<file path="src/hw/rtl/hslrgb_pkg.sv">
// ----------------------------------------------------------------------------
// hslrgb_pkg
// Shared constants and types for the HSL to RGB converter pipeline.
// ----------------------------------------------------------------------------
package hslrgb_pkg;

   localparam int HUE_BITS_DEF = 12;
   localparam int SL_BITS      = 9;
   localparam int CH_BITS      = 8;
   localparam int QP_BITS      = 17;
   localparam int N_STAGES     = 4;

   localparam logic [SL_BITS-1:0] SL_FULL    = 9'd256;
   localparam logic [SL_BITS-1:0] LIGHT_HALF = 9'd128;
   localparam logic [CH_BITS-1:0] CH_MAX     = 8'd255;

   // load enables, one per pipeline stage
   typedef struct packed {
      logic s1;
      logic s2;
      logic s3;
      logic s4;
   } stage_en_type;

endpackage

</file>
<file path="src/hw/rtl/hslrgb_qp.sv">
// ----------------------------------------------------------------------------
// hslrgb_qp
// Stages 1 and 2: clamps saturation and lightness, forms p and q - p.
// ----------------------------------------------------------------------------
module hslrgb_qp (
   input  logic                                 clock,
   input  hslrgb_pkg::stage_en_type             en,
   input  logic [hslrgb_pkg::SL_BITS-1:0]       saturation,
   input  logic [hslrgb_pkg::SL_BITS-1:0]       lightness,
   output logic [hslrgb_pkg::QP_BITS-1:0]       p_out,
   output logic [hslrgb_pkg::QP_BITS-1:0]       d_out
);

   localparam int SLW = hslrgb_pkg::SL_BITS;
   localparam int QPW = hslrgb_pkg::QP_BITS;
   localparam int AW  = QPW + 1;

   logic [SLW-1:0]   s_in, l_in, s_ff, l_ff;
   logic [2*SLW-1:0] ls_in, ls_ff;
   logic [AW-1:0]    q_calc, p_calc, d_calc;
   logic [QPW-1:0]   p_ff, d_ff;

   always_comb begin
      s_in  = (saturation > hslrgb_pkg::SL_FULL) ? hslrgb_pkg::SL_FULL : saturation;
      l_in  = (lightness  > hslrgb_pkg::SL_FULL) ? hslrgb_pkg::SL_FULL : lightness;
      ls_in = (2*SLW)'(l_in) * (2*SLW)'(s_in);
   end

   always_ff @(posedge clock) begin
      if (en.s1) begin
         s_ff  <= s_in;
         l_ff  <= l_in;
         ls_ff <= ls_in;
      end
   end

   always_comb begin
      if (l_ff < hslrgb_pkg::LIGHT_HALF) begin
         q_calc = (AW'(l_ff) << 8) + AW'(ls_ff);
      end else begin
         q_calc = (AW'(l_ff) << 8) + (AW'(s_ff) << 8) - AW'(ls_ff);
      end
      p_calc = (AW'(l_ff) << 9) - q_calc;
      d_calc = q_calc - p_calc;
   end

   always_ff @(posedge clock) begin
      if (en.s2) begin
         p_ff <= p_calc[QPW-1:0];
         d_ff <= d_calc[QPW-1:0];
      end
   end

   assign p_out = p_ff;
   assign d_out = d_ff;

endmodule

</file>
<file path="src/hw/rtl/hslrgb_hue.sv">
// ----------------------------------------------------------------------------
// hslrgb_hue
// Stages 1 and 2: per-channel hue offsets in thirds of a turn, then the
// piecewise weight that stage 3 applies to q - p.
// ----------------------------------------------------------------------------
module hslrgb_hue #(
   parameter int HUE_BITS = hslrgb_pkg::HUE_BITS_DEF
) (
   input  logic                clock,
   input  hslrgb_pkg::stage_en_type en,
   input  logic [HUE_BITS-1:0] hue,
   output logic [HUE_BITS:0]   f_red,
   output logic [HUE_BITS:0]   f_green,
   output logic [HUE_BITS:0]   f_blue
);

   localparam int TW = HUE_BITS + 2;
   localparam int FW = HUE_BITS + 1;

   localparam logic [TW:0]   TURN_X   = (TW+1)'(1) << HUE_BITS;
   localparam logic [TW:0]   TURN3_X  = TURN_X + (TURN_X << 1);
   localparam logic [TW-1:0] T_HALF   = TW'(1) << (HUE_BITS - 1);
   localparam logic [TW-1:0] T_ONEP5  = (TW'(3)) << (HUE_BITS - 1);
   localparam logic [TW-1:0] T_TWO    = TW'(1) << (HUE_BITS + 1);
   localparam logic [FW-1:0] F_FULL   = FW'(1) << HUE_BITS;

   logic [TW-1:0] h3;
   logic [TW:0]   tr_sum, tb_sum;
   logic [TW-1:0] tr_in, tb_in;
   logic [TW-1:0] tr_ff, tg_ff, tb_ff;
   logic [FW-1:0] fr_ff, fg_ff, fb_ff;

   function automatic logic [FW-1:0] weight_of(input logic [TW-1:0] t);
      logic [TW-1:0] diff;
      diff = T_TWO - t;
      if (t < T_HALF) begin
         weight_of = FW'({t, 1'b0});
      end else if (t < T_ONEP5) begin
         weight_of = F_FULL;
      end else if (t < T_TWO) begin
         weight_of = FW'({diff, 1'b0});
      end else begin
         weight_of = '0;
      end
   endfunction

   always_comb begin
      h3     = TW'(hue) + (TW'(hue) << 1);
      tr_sum = (TW+1)'(h3) + TURN_X;
      tb_sum = (TW+1)'(h3) + (TURN_X << 1);
      tr_in  = (tr_sum >= TURN3_X) ? TW'(tr_sum - TURN3_X) : tr_sum[TW-1:0];
      tb_in  = (tb_sum >= TURN3_X) ? TW'(tb_sum - TURN3_X) : tb_sum[TW-1:0];
   end

   always_ff @(posedge clock) begin
      if (en.s1) begin
         tr_ff <= tr_in;
         tg_ff <= h3;
         tb_ff <= tb_in;
      end
   end

   always_ff @(posedge clock) begin
      if (en.s2) begin
         fr_ff <= weight_of(tr_ff);
         fg_ff <= weight_of(tg_ff);
         fb_ff <= weight_of(tb_ff);
      end
   end

   assign f_red   = fr_ff;
   assign f_green = fg_ff;
   assign f_blue  = fb_ff;

endmodule

</file>
<file path="src/hw/rtl/hslrgb_chan.sv">
// ----------------------------------------------------------------------------
// hslrgb_chan
// Stages 3 and 4 of one channel: (q - p) * weight, then p added, scaled by
// 255, truncated and clamped.
// ----------------------------------------------------------------------------
module hslrgb_chan #(
   parameter int HUE_BITS = hslrgb_pkg::HUE_BITS_DEF
) (
   input  logic                                clock,
   input  hslrgb_pkg::stage_en_type            en,
   input  logic [hslrgb_pkg::QP_BITS-1:0]      p_in,
   input  logic [hslrgb_pkg::QP_BITS-1:0]      d_in,
   input  logic [HUE_BITS:0]                   f_in,
   output logic [hslrgb_pkg::CH_BITS-1:0]      level
);

   localparam int QPW = hslrgb_pkg::QP_BITS;
   localparam int CHW = hslrgb_pkg::CH_BITS;
   localparam int PW  = QPW + HUE_BITS + 1;
   localparam int SW  = PW + 8;
   localparam int SH  = 16 + HUE_BITS;

   logic [QPW-1:0] p_ff;
   logic [PW-1:0]  prod_ff, num;
   logic [SW-1:0]  scaled;
   logic [SW-SH-1:0] v;
   logic [CHW-1:0] level_in, level_ff;

   always_ff @(posedge clock) begin
      if (en.s3) begin
         p_ff    <= p_in;
         prod_ff <= PW'(d_in) * PW'(f_in);
      end
   end

   always_comb begin
      num      = (PW'(p_ff) << HUE_BITS) + prod_ff;
      scaled   = {num, 8'b0} - SW'(num);
      v        = scaled[SW-1:SH];
      level_in = (v > (SW-SH)'(hslrgb_pkg::CH_MAX)) ? hslrgb_pkg::CH_MAX : v[CHW-1:0];
   end

   always_ff @(posedge clock) begin
      if (en.s4) begin
         level_ff <= level_in;
      end
   end

   assign level = level_ff;

endmodule

</file>
<file path="src/hw/rtl/hsl_to_rgb_converter_unit.sv">
// Pipeline: a request passes stages 1 to 4 in order; rsp_tvalid rises once it
// reaches stage 4, and it is held there until rsp_tready takes it.
// Throughput: one request per cycle unless rsp_tready stalls; four register
// stages with a valid bit each; an empty stage fills while a later one stalls.
// Reset: synchronous, clears the valid bits only; data registers are not reset.
// ----------------------------------------------------------------------------
// hsl_to_rgb_converter_unit
// Streams hue, saturation and lightness in and 8-bit red, green, blue out.
// ----------------------------------------------------------------------------
module hsl_to_rgb_converter_unit #(
   parameter int HUE_BITS = hslrgb_pkg::HUE_BITS_DEF
) (
   input  logic clock,
   input  logic reset,
   input  logic req_tvalid,
   output logic req_tready,
   // hue [HUE_BITS], saturation [9], lightness [9], zero pad to bytes
   input  logic [((HUE_BITS + 2*hslrgb_pkg::SL_BITS + 7) / 8) * 8 - 1:0] req_tdata,
   output logic rsp_tvalid,
   input  logic rsp_tready,
   // red [8], green [8], blue [8]
   output logic [3*hslrgb_pkg::CH_BITS-1:0] rsp_tdata
);

   localparam int SLW = hslrgb_pkg::SL_BITS;
   localparam int NS  = hslrgb_pkg::N_STAGES;
   localparam int CHW = hslrgb_pkg::CH_BITS;

   logic [NS-1:0] valid_ff, valid_in;
   logic [NS-1:0] adv;
   hslrgb_pkg::stage_en_type en;

   logic [HUE_BITS-1:0] hue;
   logic [SLW-1:0]      saturation, lightness;
   logic [hslrgb_pkg::QP_BITS-1:0] p_w, d_w;
   logic [HUE_BITS:0]   f_red, f_green, f_blue;
   logic [CHW-1:0]      red, green, blue;

   assign hue        = req_tdata[HUE_BITS-1:0];
   assign saturation = req_tdata[HUE_BITS+SLW-1:HUE_BITS];
   assign lightness  = req_tdata[HUE_BITS+2*SLW-1:HUE_BITS+SLW];

   always_comb begin
      adv[NS-1] = !valid_ff[NS-1] || rsp_tready;
      for (int i = NS - 2; i >= 0; i--) begin
         adv[i] = !valid_ff[i] || adv[i+1];
      end
      valid_in[0] = adv[0] ? req_tvalid : valid_ff[0];
      for (int i = 1; i < NS; i++) begin
         valid_in[i] = adv[i] ? valid_ff[i-1] : valid_ff[i];
      end
      en.s1 = adv[0];
      en.s2 = adv[1];
      en.s3 = adv[2];
      en.s4 = adv[3];
   end

   always_ff @(posedge clock) begin
      if (reset) begin
         valid_ff <= '0;
      end else begin
         valid_ff <= valid_in;
      end
   end

   hslrgb_qp u_qp (
      .clock      (clock),
      .en         (en),
      .saturation (saturation),
      .lightness  (lightness),
      .p_out      (p_w),
      .d_out      (d_w)
   );

   hslrgb_hue #(.HUE_BITS(HUE_BITS)) u_hue (
      .clock   (clock),
      .en      (en),
      .hue     (hue),
      .f_red   (f_red),
      .f_green (f_green),
      .f_blue  (f_blue)
   );

   hslrgb_chan #(.HUE_BITS(HUE_BITS)) u_red (
      .clock (clock), .en (en), .p_in (p_w), .d_in (d_w), .f_in (f_red), .level (red)
   );

   hslrgb_chan #(.HUE_BITS(HUE_BITS)) u_green (
      .clock (clock), .en (en), .p_in (p_w), .d_in (d_w), .f_in (f_green), .level (green)
   );

   hslrgb_chan #(.HUE_BITS(HUE_BITS)) u_blue (
      .clock (clock), .en (en), .p_in (p_w), .d_in (d_w), .f_in (f_blue), .level (blue)
   );

   assign req_tready = adv[0];
   assign rsp_tvalid = valid_ff[NS-1];
   assign rsp_tdata  = {blue, green, red};

   a_reset_clears : assert property (@(posedge clock)
      reset |=> (valid_ff == '0))
      else $error("valid bits not cleared by reset");

   a_full_blocks : assert property (@(posedge clock) disable iff (reset)
      ((&valid_ff) && !rsp_tready) |-> !req_tready)
      else $error("request taken while pipeline full and stalled");

   a_out_holds : assert property (@(posedge clock) disable iff (reset)
      (valid_ff[NS-1] && !rsp_tready) |=> (valid_ff[NS-1] && $stable(rsp_tdata)))
      else $error("output stage changed while stalled");

endmodule

</file>
<file path="config.mk">
export PLATFORM = sky130hd
export DESIGN_NAME = hsl_to_rgb_converter_unit
export DESIGN_NICKNAME = d
export VERILOG_FILES = /design/src/hw/rtl/hslrgb_pkg.sv /design/src/hw/rtl/hslrgb_qp.sv /design/src/hw/rtl/hslrgb_hue.sv /design/src/hw/rtl/hslrgb_chan.sv /design/src/hw/rtl/hsl_to_rgb_converter_unit.sv
export SDC_FILE = /design/constraint.sdc
export NUM_CORES = 2
export LEC_CHECK = 0
export BUFFER_PORTS_ARGS = -buffer_cell sky130_fd_sc_hd__buf_2
export CELL_PAD_IN_SITES_DETAIL_PLACEMENT = 2
export CELL_PAD_IN_SITES_GLOBAL_PLACEMENT = 2
export CORE_UTILIZATION = 30
export DETAILED_ROUTE_END_ITERATION = 10
export PLACE_DENSITY = 0.72
export SLEW_MARGIN = 30
export SYNTH_ARGS = -nofsm -noshare
export SYNTH_HDL_FRONTEND = slang
export SYNTH_SLANG_ARGS = --single-unit
</file>
<file path="constraint.sdc">
create_clock -name clock -period 11.35 [get_ports clock]
set_input_delay 2.8375 -clock clock [delete_from_list [all_inputs] [get_ports clock]]
set_output_delay 2.8375 -clock clock [all_outputs]
set_load 0.01 [all_outputs]
</file>
=== Word-level counts from Yosys, hierarchy flattened ===
Index checks and enable logic that the tools add are counted.

* $add $sub $neg: 19
* $mul: 4
* Order comparisons: 17
* Muxes and demuxes: 14
* Reductions and logical operators: 11

{| class="wikitable"
|+ Operators with widths
! cell !! count
|-
| 13-bit 2-to-1 mux || 9
|-
| 38-bit by 30-bit subtractor with 38-bit output || 3
|-
| 29-bit by 30-bit adder with 30-bit output || 3
|-
| 17-bit by 13-bit multiplier with 30-bit output || 3
|-
| 17-bit subtractor || 3
|-
| 14-bit by 12-bit < comparator with 1-bit output, second input constant || 3
|-
| 14-bit by 13-bit < comparator with 1-bit output, second input constant || 3
|-
| 14-bit < comparator, second input constant || 3
|-
| 1-bit by 12-bit subtractor with 12-bit output, first input constant || 3
|-
| 17-bit adder || 2
|-
| 15-bit by 14-bit greater-or-equal comparator with 1-bit output, second input constant || 2
|-
| 10-bit by 8-bit greater-than comparator with 1-bit output, second input constant || 3
|-
| 14-bit 2-to-1 mux || 2
|-
| 14-bit subtractor, second input constant || 2
|-
| 9-bit greater-than comparator, second input constant || 2
|-
| 9-bit 2-to-1 mux || 2
|-
| 9-bit by 9-bit multiplier with 17-bit output || 1
|-
| 17-bit 2-to-1 mux || 1
|-
| 14-bit by 13-bit adder with 15-bit output, second input constant || 1
|-
| 14-bit by 14-bit adder with 15-bit output, second input constant || 1
|-
| 12-bit by 13-bit adder with 14-bit output || 1
|-
| 9-bit by 8-bit < comparator with 1-bit output, second input constant || 1
|-
| 2-bit OR reduction || 3
|-
| 1-bit logical NOT || 4
|-
| 1-bit logical OR || 4
|}

* Bits in registers: 285
* Output and inout bits: 26
* Word-level logic and storage cells: 90

=== Logic depth before layout (Yosys ltp) ===
* Depth after elaboration: 5
* Mapped depth: 24
* Gate-level depth less buffers: 23

=== Hierarchy ===
Synthesis repeated with hierarchy kept, for this count alone.

* Cells, all modules: 4367
* Area total of the unflattened synthesis: 41398.5 um2

{| class="wikitable"
|+ Modules (own cells, without submodules)
! module !! instances !! cells each !! area each (um2) !! seq. area each (um2)
|-
| hslrgb_chan at u_green || 1 || 1106 || 10328.7 || 1651.6
|-
| hslrgb_chan at u_red || 1 || 1105 || 10307.4 || 1651.6
|-
| hslrgb_chan at u_blue || 1 || 1115 || 10296.1 || 1651.6
|-
| hslrgb_qp || 1 || 774 || 7423.4 || 2042.0
|-
| hslrgb_hue || 1 || 251 || 2882.8 || 1591.5
|-
| hsl_to_rgb_converter_unit || 1 || 16 || 160.2 || 80.1
|}

=== Worst setup path before layout ===
No wires, ideal clock.

* Kind: input port to flip-flop
* From: input req_tdata[20] (netlist name)
* To: register u_qp.ls_ff[14], data pin
* Library setup time: 0.258 ns
* Data arrival time: 7.116 ns
* Path slack: 3.977 ns
* Stages on the path: 21
* Path buffers: 2
* Cells stage by stage: clkbuf_1 -> nor2b_1 -> clkbuf_1 -> nand2_1 -> fa_1 -> inv_1 -> fa_1 -> inv_1 -> fa_1 -> fa_1 -> inv_1 -> ha_1 -> o21ai_0 -> a21boi_0 -> o21ai_0 -> a21boi_0 -> o21ai_0 -> a21boi_0 -> o21ai_0 -> nor2b_1 -> xnor2_1

* Cells in the longest elaborated chain, start to end: 3

{| class="wikitable"
|+ RTL lines
! item !! line !! RTL
|-
| start, declared || hsl_to_rgb_converter_unit.sv:18 || <nowiki>input logic [((HUE_BITS + 2*hslrgb_pkg::SL_BITS + 7) / 8) * 8 - 1:0] req_tdata,</nowiki>
|-
| 9-bit greater-than comparator || hslrgb_qp.sv:24 || <nowiki>s_in = (saturation > hslrgb_pkg::SL_FULL) ? hslrgb_pkg::SL_FULL : saturation;</nowiki>
|-
| 9-bit 2-to-1 mux || hslrgb_qp.sv:24 ||
|-
| named net u_qp.s_in[1] || hslrgb_qp.sv:18 || <nowiki>logic [SLW-1:0] s_in, l_in, s_ff, l_ff;</nowiki>
|-
| 9-bit by 9-bit multiplier with 17-bit output || hslrgb_qp.sv:26 || <nowiki>ls_in = (2*SLW)'(l_in) * (2*SLW)'(s_in);</nowiki>
|-
| named net u_qp.ls_in[14] || hslrgb_qp.sv:19 || <nowiki>logic [2*SLW-1:0] ls_in, ls_ff;</nowiki>
|-
| end signal, assigned || hslrgb_qp.sv:33 || <nowiki>ls_ff <= ls_in;</nowiki>
|-
| end, declared || hslrgb_qp.sv:19 ||
|}

The timed path passes the listed nets, and every way through them passes these cells.
A chain may end at the register's enable or synchronous reset.

=== Worst setup path in the final report ===
* From: input req_tdata[20] (netlist name)
* To: register u_qp.ls_ff[14], data pin

* Cells in the longest elaborated chain, start to end: 3

{| class="wikitable"
|+ RTL lines
! item !! line
|-
| 9-bit greater-than comparator || hslrgb_qp.sv:24
|-
| 9-bit 2-to-1 mux (*) || hslrgb_qp.sv:24
|-
| 9-bit by 9-bit multiplier with 17-bit output (*) || hslrgb_qp.sv:26
|-
| named net u_qp.ls_in[14] || hslrgb_qp.sv:19
|}

Mark *: on every way through the listed nets, which the timed path passes. The rest lies on a longest branch.

==> flow_summary_export.csv <==
group,metric,value,unit
sta,tns,0,ns
clock_network,cts_setup_buffers,0,
global_routing,grt_pass1_wl,179,mm
floorplanning,coreArea,124000,µm²
worst_setup_path,crit_buf_inv,4,
sta,worst-slew-pin-transition,0.905,ns
clock_network,hold_buffers,0,
floorplanning,die_h,355,µm
global_routing,grt_max_degree,70,
route,met1Wirelength,49.6,mm
min_path,hold_class,"flip-flop to flip-flop",
global_routing,overflow,0,
route,route.final.wire_length,110,mm
worst_setup_path,critPathKind,"input pin to flip-flop",
sta,finalHoldViolCount,0,
placed_design,routabilityCongestion,0.791,
sta,finalSetupViolCount,0,
placed_design,dp_hpwl,87.6,mm
sta,rsz0062_at_grt,"false",
sta,skew,0.0203,ns
route,met3_length,2.52,mm
logic_synthesis,synthFlopType,"edfxtp_1",
worst_setup_path,critPathArrivalTime,8.09,ns
global_routing,first_global_vias,32100,
route,highest_layer,"met4",
sta,slew_violations,0,
placed_design,portBuffers,59,
layout,antenna_cells,0,
sta,finalCritPeriodShare,68.5,%
route,detail-route-antenna-nets,0,
status,status,"finished, violations left",
logic_synthesis,synth.avg_cell_area,9.31,µm²
logic_synthesis,synth.cell_area,37500,µm²
route,drt_iter0_drc,1016,
floorplanning,die_w,355,µm
floorplanning,ioPinCount,62,
worst_setup_path,crit_fanout,18,
logic_synthesis,synth-edff-count,246,
logic_synthesis,synth_seq_cells,250,
worst_setup_path,r2r_setup_slack,4.18,ns
logic_synthesis,ys_types,97,
clock_network,cts_tree,"built",
job,drv_cap,0,
layout,fillers,13700,
worst_setup_path,worstSetupStartpointType,"input pin",
sta,slew_headroom,39.6,%
worst_setup_path,cp.required,11.67,ns
clock_network,cts_max_level,2,
status,violations,"design-rule violations",
route,viasPerCell,4.84,
logic_synthesis,async_flop_share,0,%
worst_setup_path,end_kind,"flip-flop",
floorplanning,dieArea,126000,µm²
sta,max_freq,0.129,GHz
clock_network,cts_sinks,250,
route,wl_per_cell,19.4,µm
worst_setup_path,critPathTopFamily,"adder cells",
logic_synthesis,synth_cells,4022,
logic_synthesis,ys_seq_area_share,19.9,%
sta,period_needed,7.77,ns
floorplanning,fp-row-count,129,
clock_network,path_clk_slew,0.06,ns
route,drc,10,
layout,layout.nets,5012,
clock_network,insertion_delay,0.57,ns
route,drt-pass1-iter-count,8,
route,route.met2.wl,55.8,mm
global_routing,antenna_found_initial,1,
layout,syn2layout_area_growth,8.83,%
worst_setup_path,slowest_delay,0.69,ns
worst_setup_path,crit_chain,"buf_2, nor2b_1, nand2_1, fa_1, inv_1, fa_1, inv_1, fa_1, fa_1, inv_1, ha_1, o21ai_0, a21boi_0, o21ai_0, a21boi_0, o21ai_0, a21boi_0, o21ai_0, nor2b_1, xnor2_1",
logic_synthesis,yosys_warnings,0,
layout,drive_above_1_share,4.59,%
global_routing,grt_use_total,17.9,%
floorplanning,initial_core_util,30.3,%
clock_network,cts_resized,0,
worst_setup_path,crit_slowest_cell,"nor2b_1",
route,vias,27600,
clock_network,clock-root-buffer,"clkbuf_16",
clock_network,clockBufferDepth,3,
clock_network,cts_made_buffers,35,
## synth_stat cells, types with 4 or more instances
cell type / count / area share (%)
a22oi_1: 11 / 0.22
nor2b_1: 30 / 0.50
nand4_1: 13 / 0.22
a21o_1: 50 / 1.0
o41ai_1: 5 / 0.12
dfxtp_1: 4 / 0.21
a2111oi_0: 6 / 0.14
and2_1: 214 / 3.6
o211ai_1: 15 / 0.30
or3b_1: 4 / 0.094
a211o_1: 9 / 0.21
ha_1: 437 / 15
o211a_1: 7 / 0.19
clkbuf_1: 128 / 1.3
nand2_1: 523 / 5.2
o21bai_1: 24 / 0.48
nor3_1: 49 / 0.65
o21a_1: 24 / 0.48
o2111a_1: 4 / 0.12
inv_1: 825 / 8.3
a211oi_1: 18 / 0.36
edfxtp_1: 246 / 20
or3_1: 20 / 0.33
o21ai_0: 71 / 0.95
xor2_1: 60 / 1.4
xnor2_1: 136 / 3.2
a21oi_1: 121 / 1.6
a21boi_0: 15 / 0.30
nor2_1: 187 / 1.9
nand2b_1: 39 / 0.65
nand3_1: 36 / 0.48
a221oi_1: 4 / 0.094
o2111ai_1: 7 / 0.16
fa_1: 506 / 27
or2_2: 12 / 0.20
and3_1: 22 / 0.37
a31o_2: 6 / 0.14
nor4_1: 5 / 0.084
a31oi_1: 32 / 0.53
o31ai_1: 12 / 0.24
## final cells by class
| class | instances | area [µm²] | share of cell area [%] |
|---|---|---|---|
| Clock inverter | 20 | 297 | 0.728 |
| Inverter | 829 | 3110 | 7.63 |
| Timing Repair Buffer | 82 | 472 | 1.16 |
| Clock buffer | 40 | 895 | 2.19 |
| Tap cell | 1637 | 2050 | 5.03 |
| Sequential cell | 250 | 7470 | 18.3 |
| Multi-Input combinational cell | 2835 | 26500 | 64.9 |
## flip-flops by register name (all words and copies together), names as in the netlist
signal           cells
u_qp.ls_ff          17
u_red.prod_ff       28
u_blue.prod_ff      28
u_hue.f_red         12
u_hue.tr_ff          2
u_qp.p_out          17
u_green.prod_ff     28
u_qp.s_ff            9
u_hue.f_blue        12
u_blue.level         8
u_hue.tb_ff         13
valid_ff             4
u_hue.f_green       12
u_qp.l_ff            9
u_hue.tg_ff          2
u_qp.d_out          16
u_red.level          8
u_green.level        8
u_red.p_ff          17
## final timing paths
kind	from	endpoint	depth (start not counted)
setup / recovery	req_tdata[20]	u_qp.ls_ff[14]	20
hold / removal	u_qp.p_out[15]	u_red.p_ff[15]	0
setup reg to reg	u_qp.d_out[7]	u_red.prod_ff[28]	21
hold reg to reg	u_qp.p_out[15]	u_red.p_ff[15]	0
## cells in the final DEF, fill, tap and decap left out, types with 18 or more instances in the layout
cell type	count
inv_1	824
o21bai_1	24
nor2_1	187
and2_1	214
a31oi_1	32
nand2b_1	39
nand3_1	36
buf_2	59
xor2_1	60
ha_1	437
nand2_1	521
conb_1	24
clkbuf_16	35
xnor2_1	136
nor3_1	49
nor2b_1	30
a211oi_1	18
edfxtp_1	246
a21oi_1	121
and3_1	22
a21o_1	50
o21ai_0	71
or3_1	20
o21a_1	24
buf_4	22
fa_1	506
## per-stage QoR
stage                     worst slack (ns)  hold WS, ns  cell area, µm²  util, %  instances
after detailed placement              2.93        0.408           39600     32.0       5633
after floorplan                       3.98        0.400           37500        -       4044
after CTS                             3.56        0.424           40800     32.9       5693
after global placement                3.06        0.403           39600     32.0       5633
after global routing                  3.07        0.431           40800     32.9       5693
final                                 3.58        0.420           40800     32.9       5693
## logic make-up after synthesis
| logic type | share of synthesized area (%) |
|---|---|
| multiplexers | 0.0668 |
| adder cells (fa/ha/maj) | 41.6 |
| flip-flops | 19.9 |
| buffers and inverters | 9.64 |
| XOR/XNOR | 4.69 |
| other | 0.0201 |
| AO/OA/AOI/OAI | 8.81 |
| AND/OR/NAND/NOR | 15.2 |
## metal layers
metal	vias to the layer above	global-route usage, %
li1	12800	-
met1	14400	23.0
met2	302	32.5
met3	118	1.55
met4	0	3.90
met5	-	0
Power is left out: the tool's default activity adds up to more than one toggle a clock period on the data nets, which glitch-free logic cannot reach.
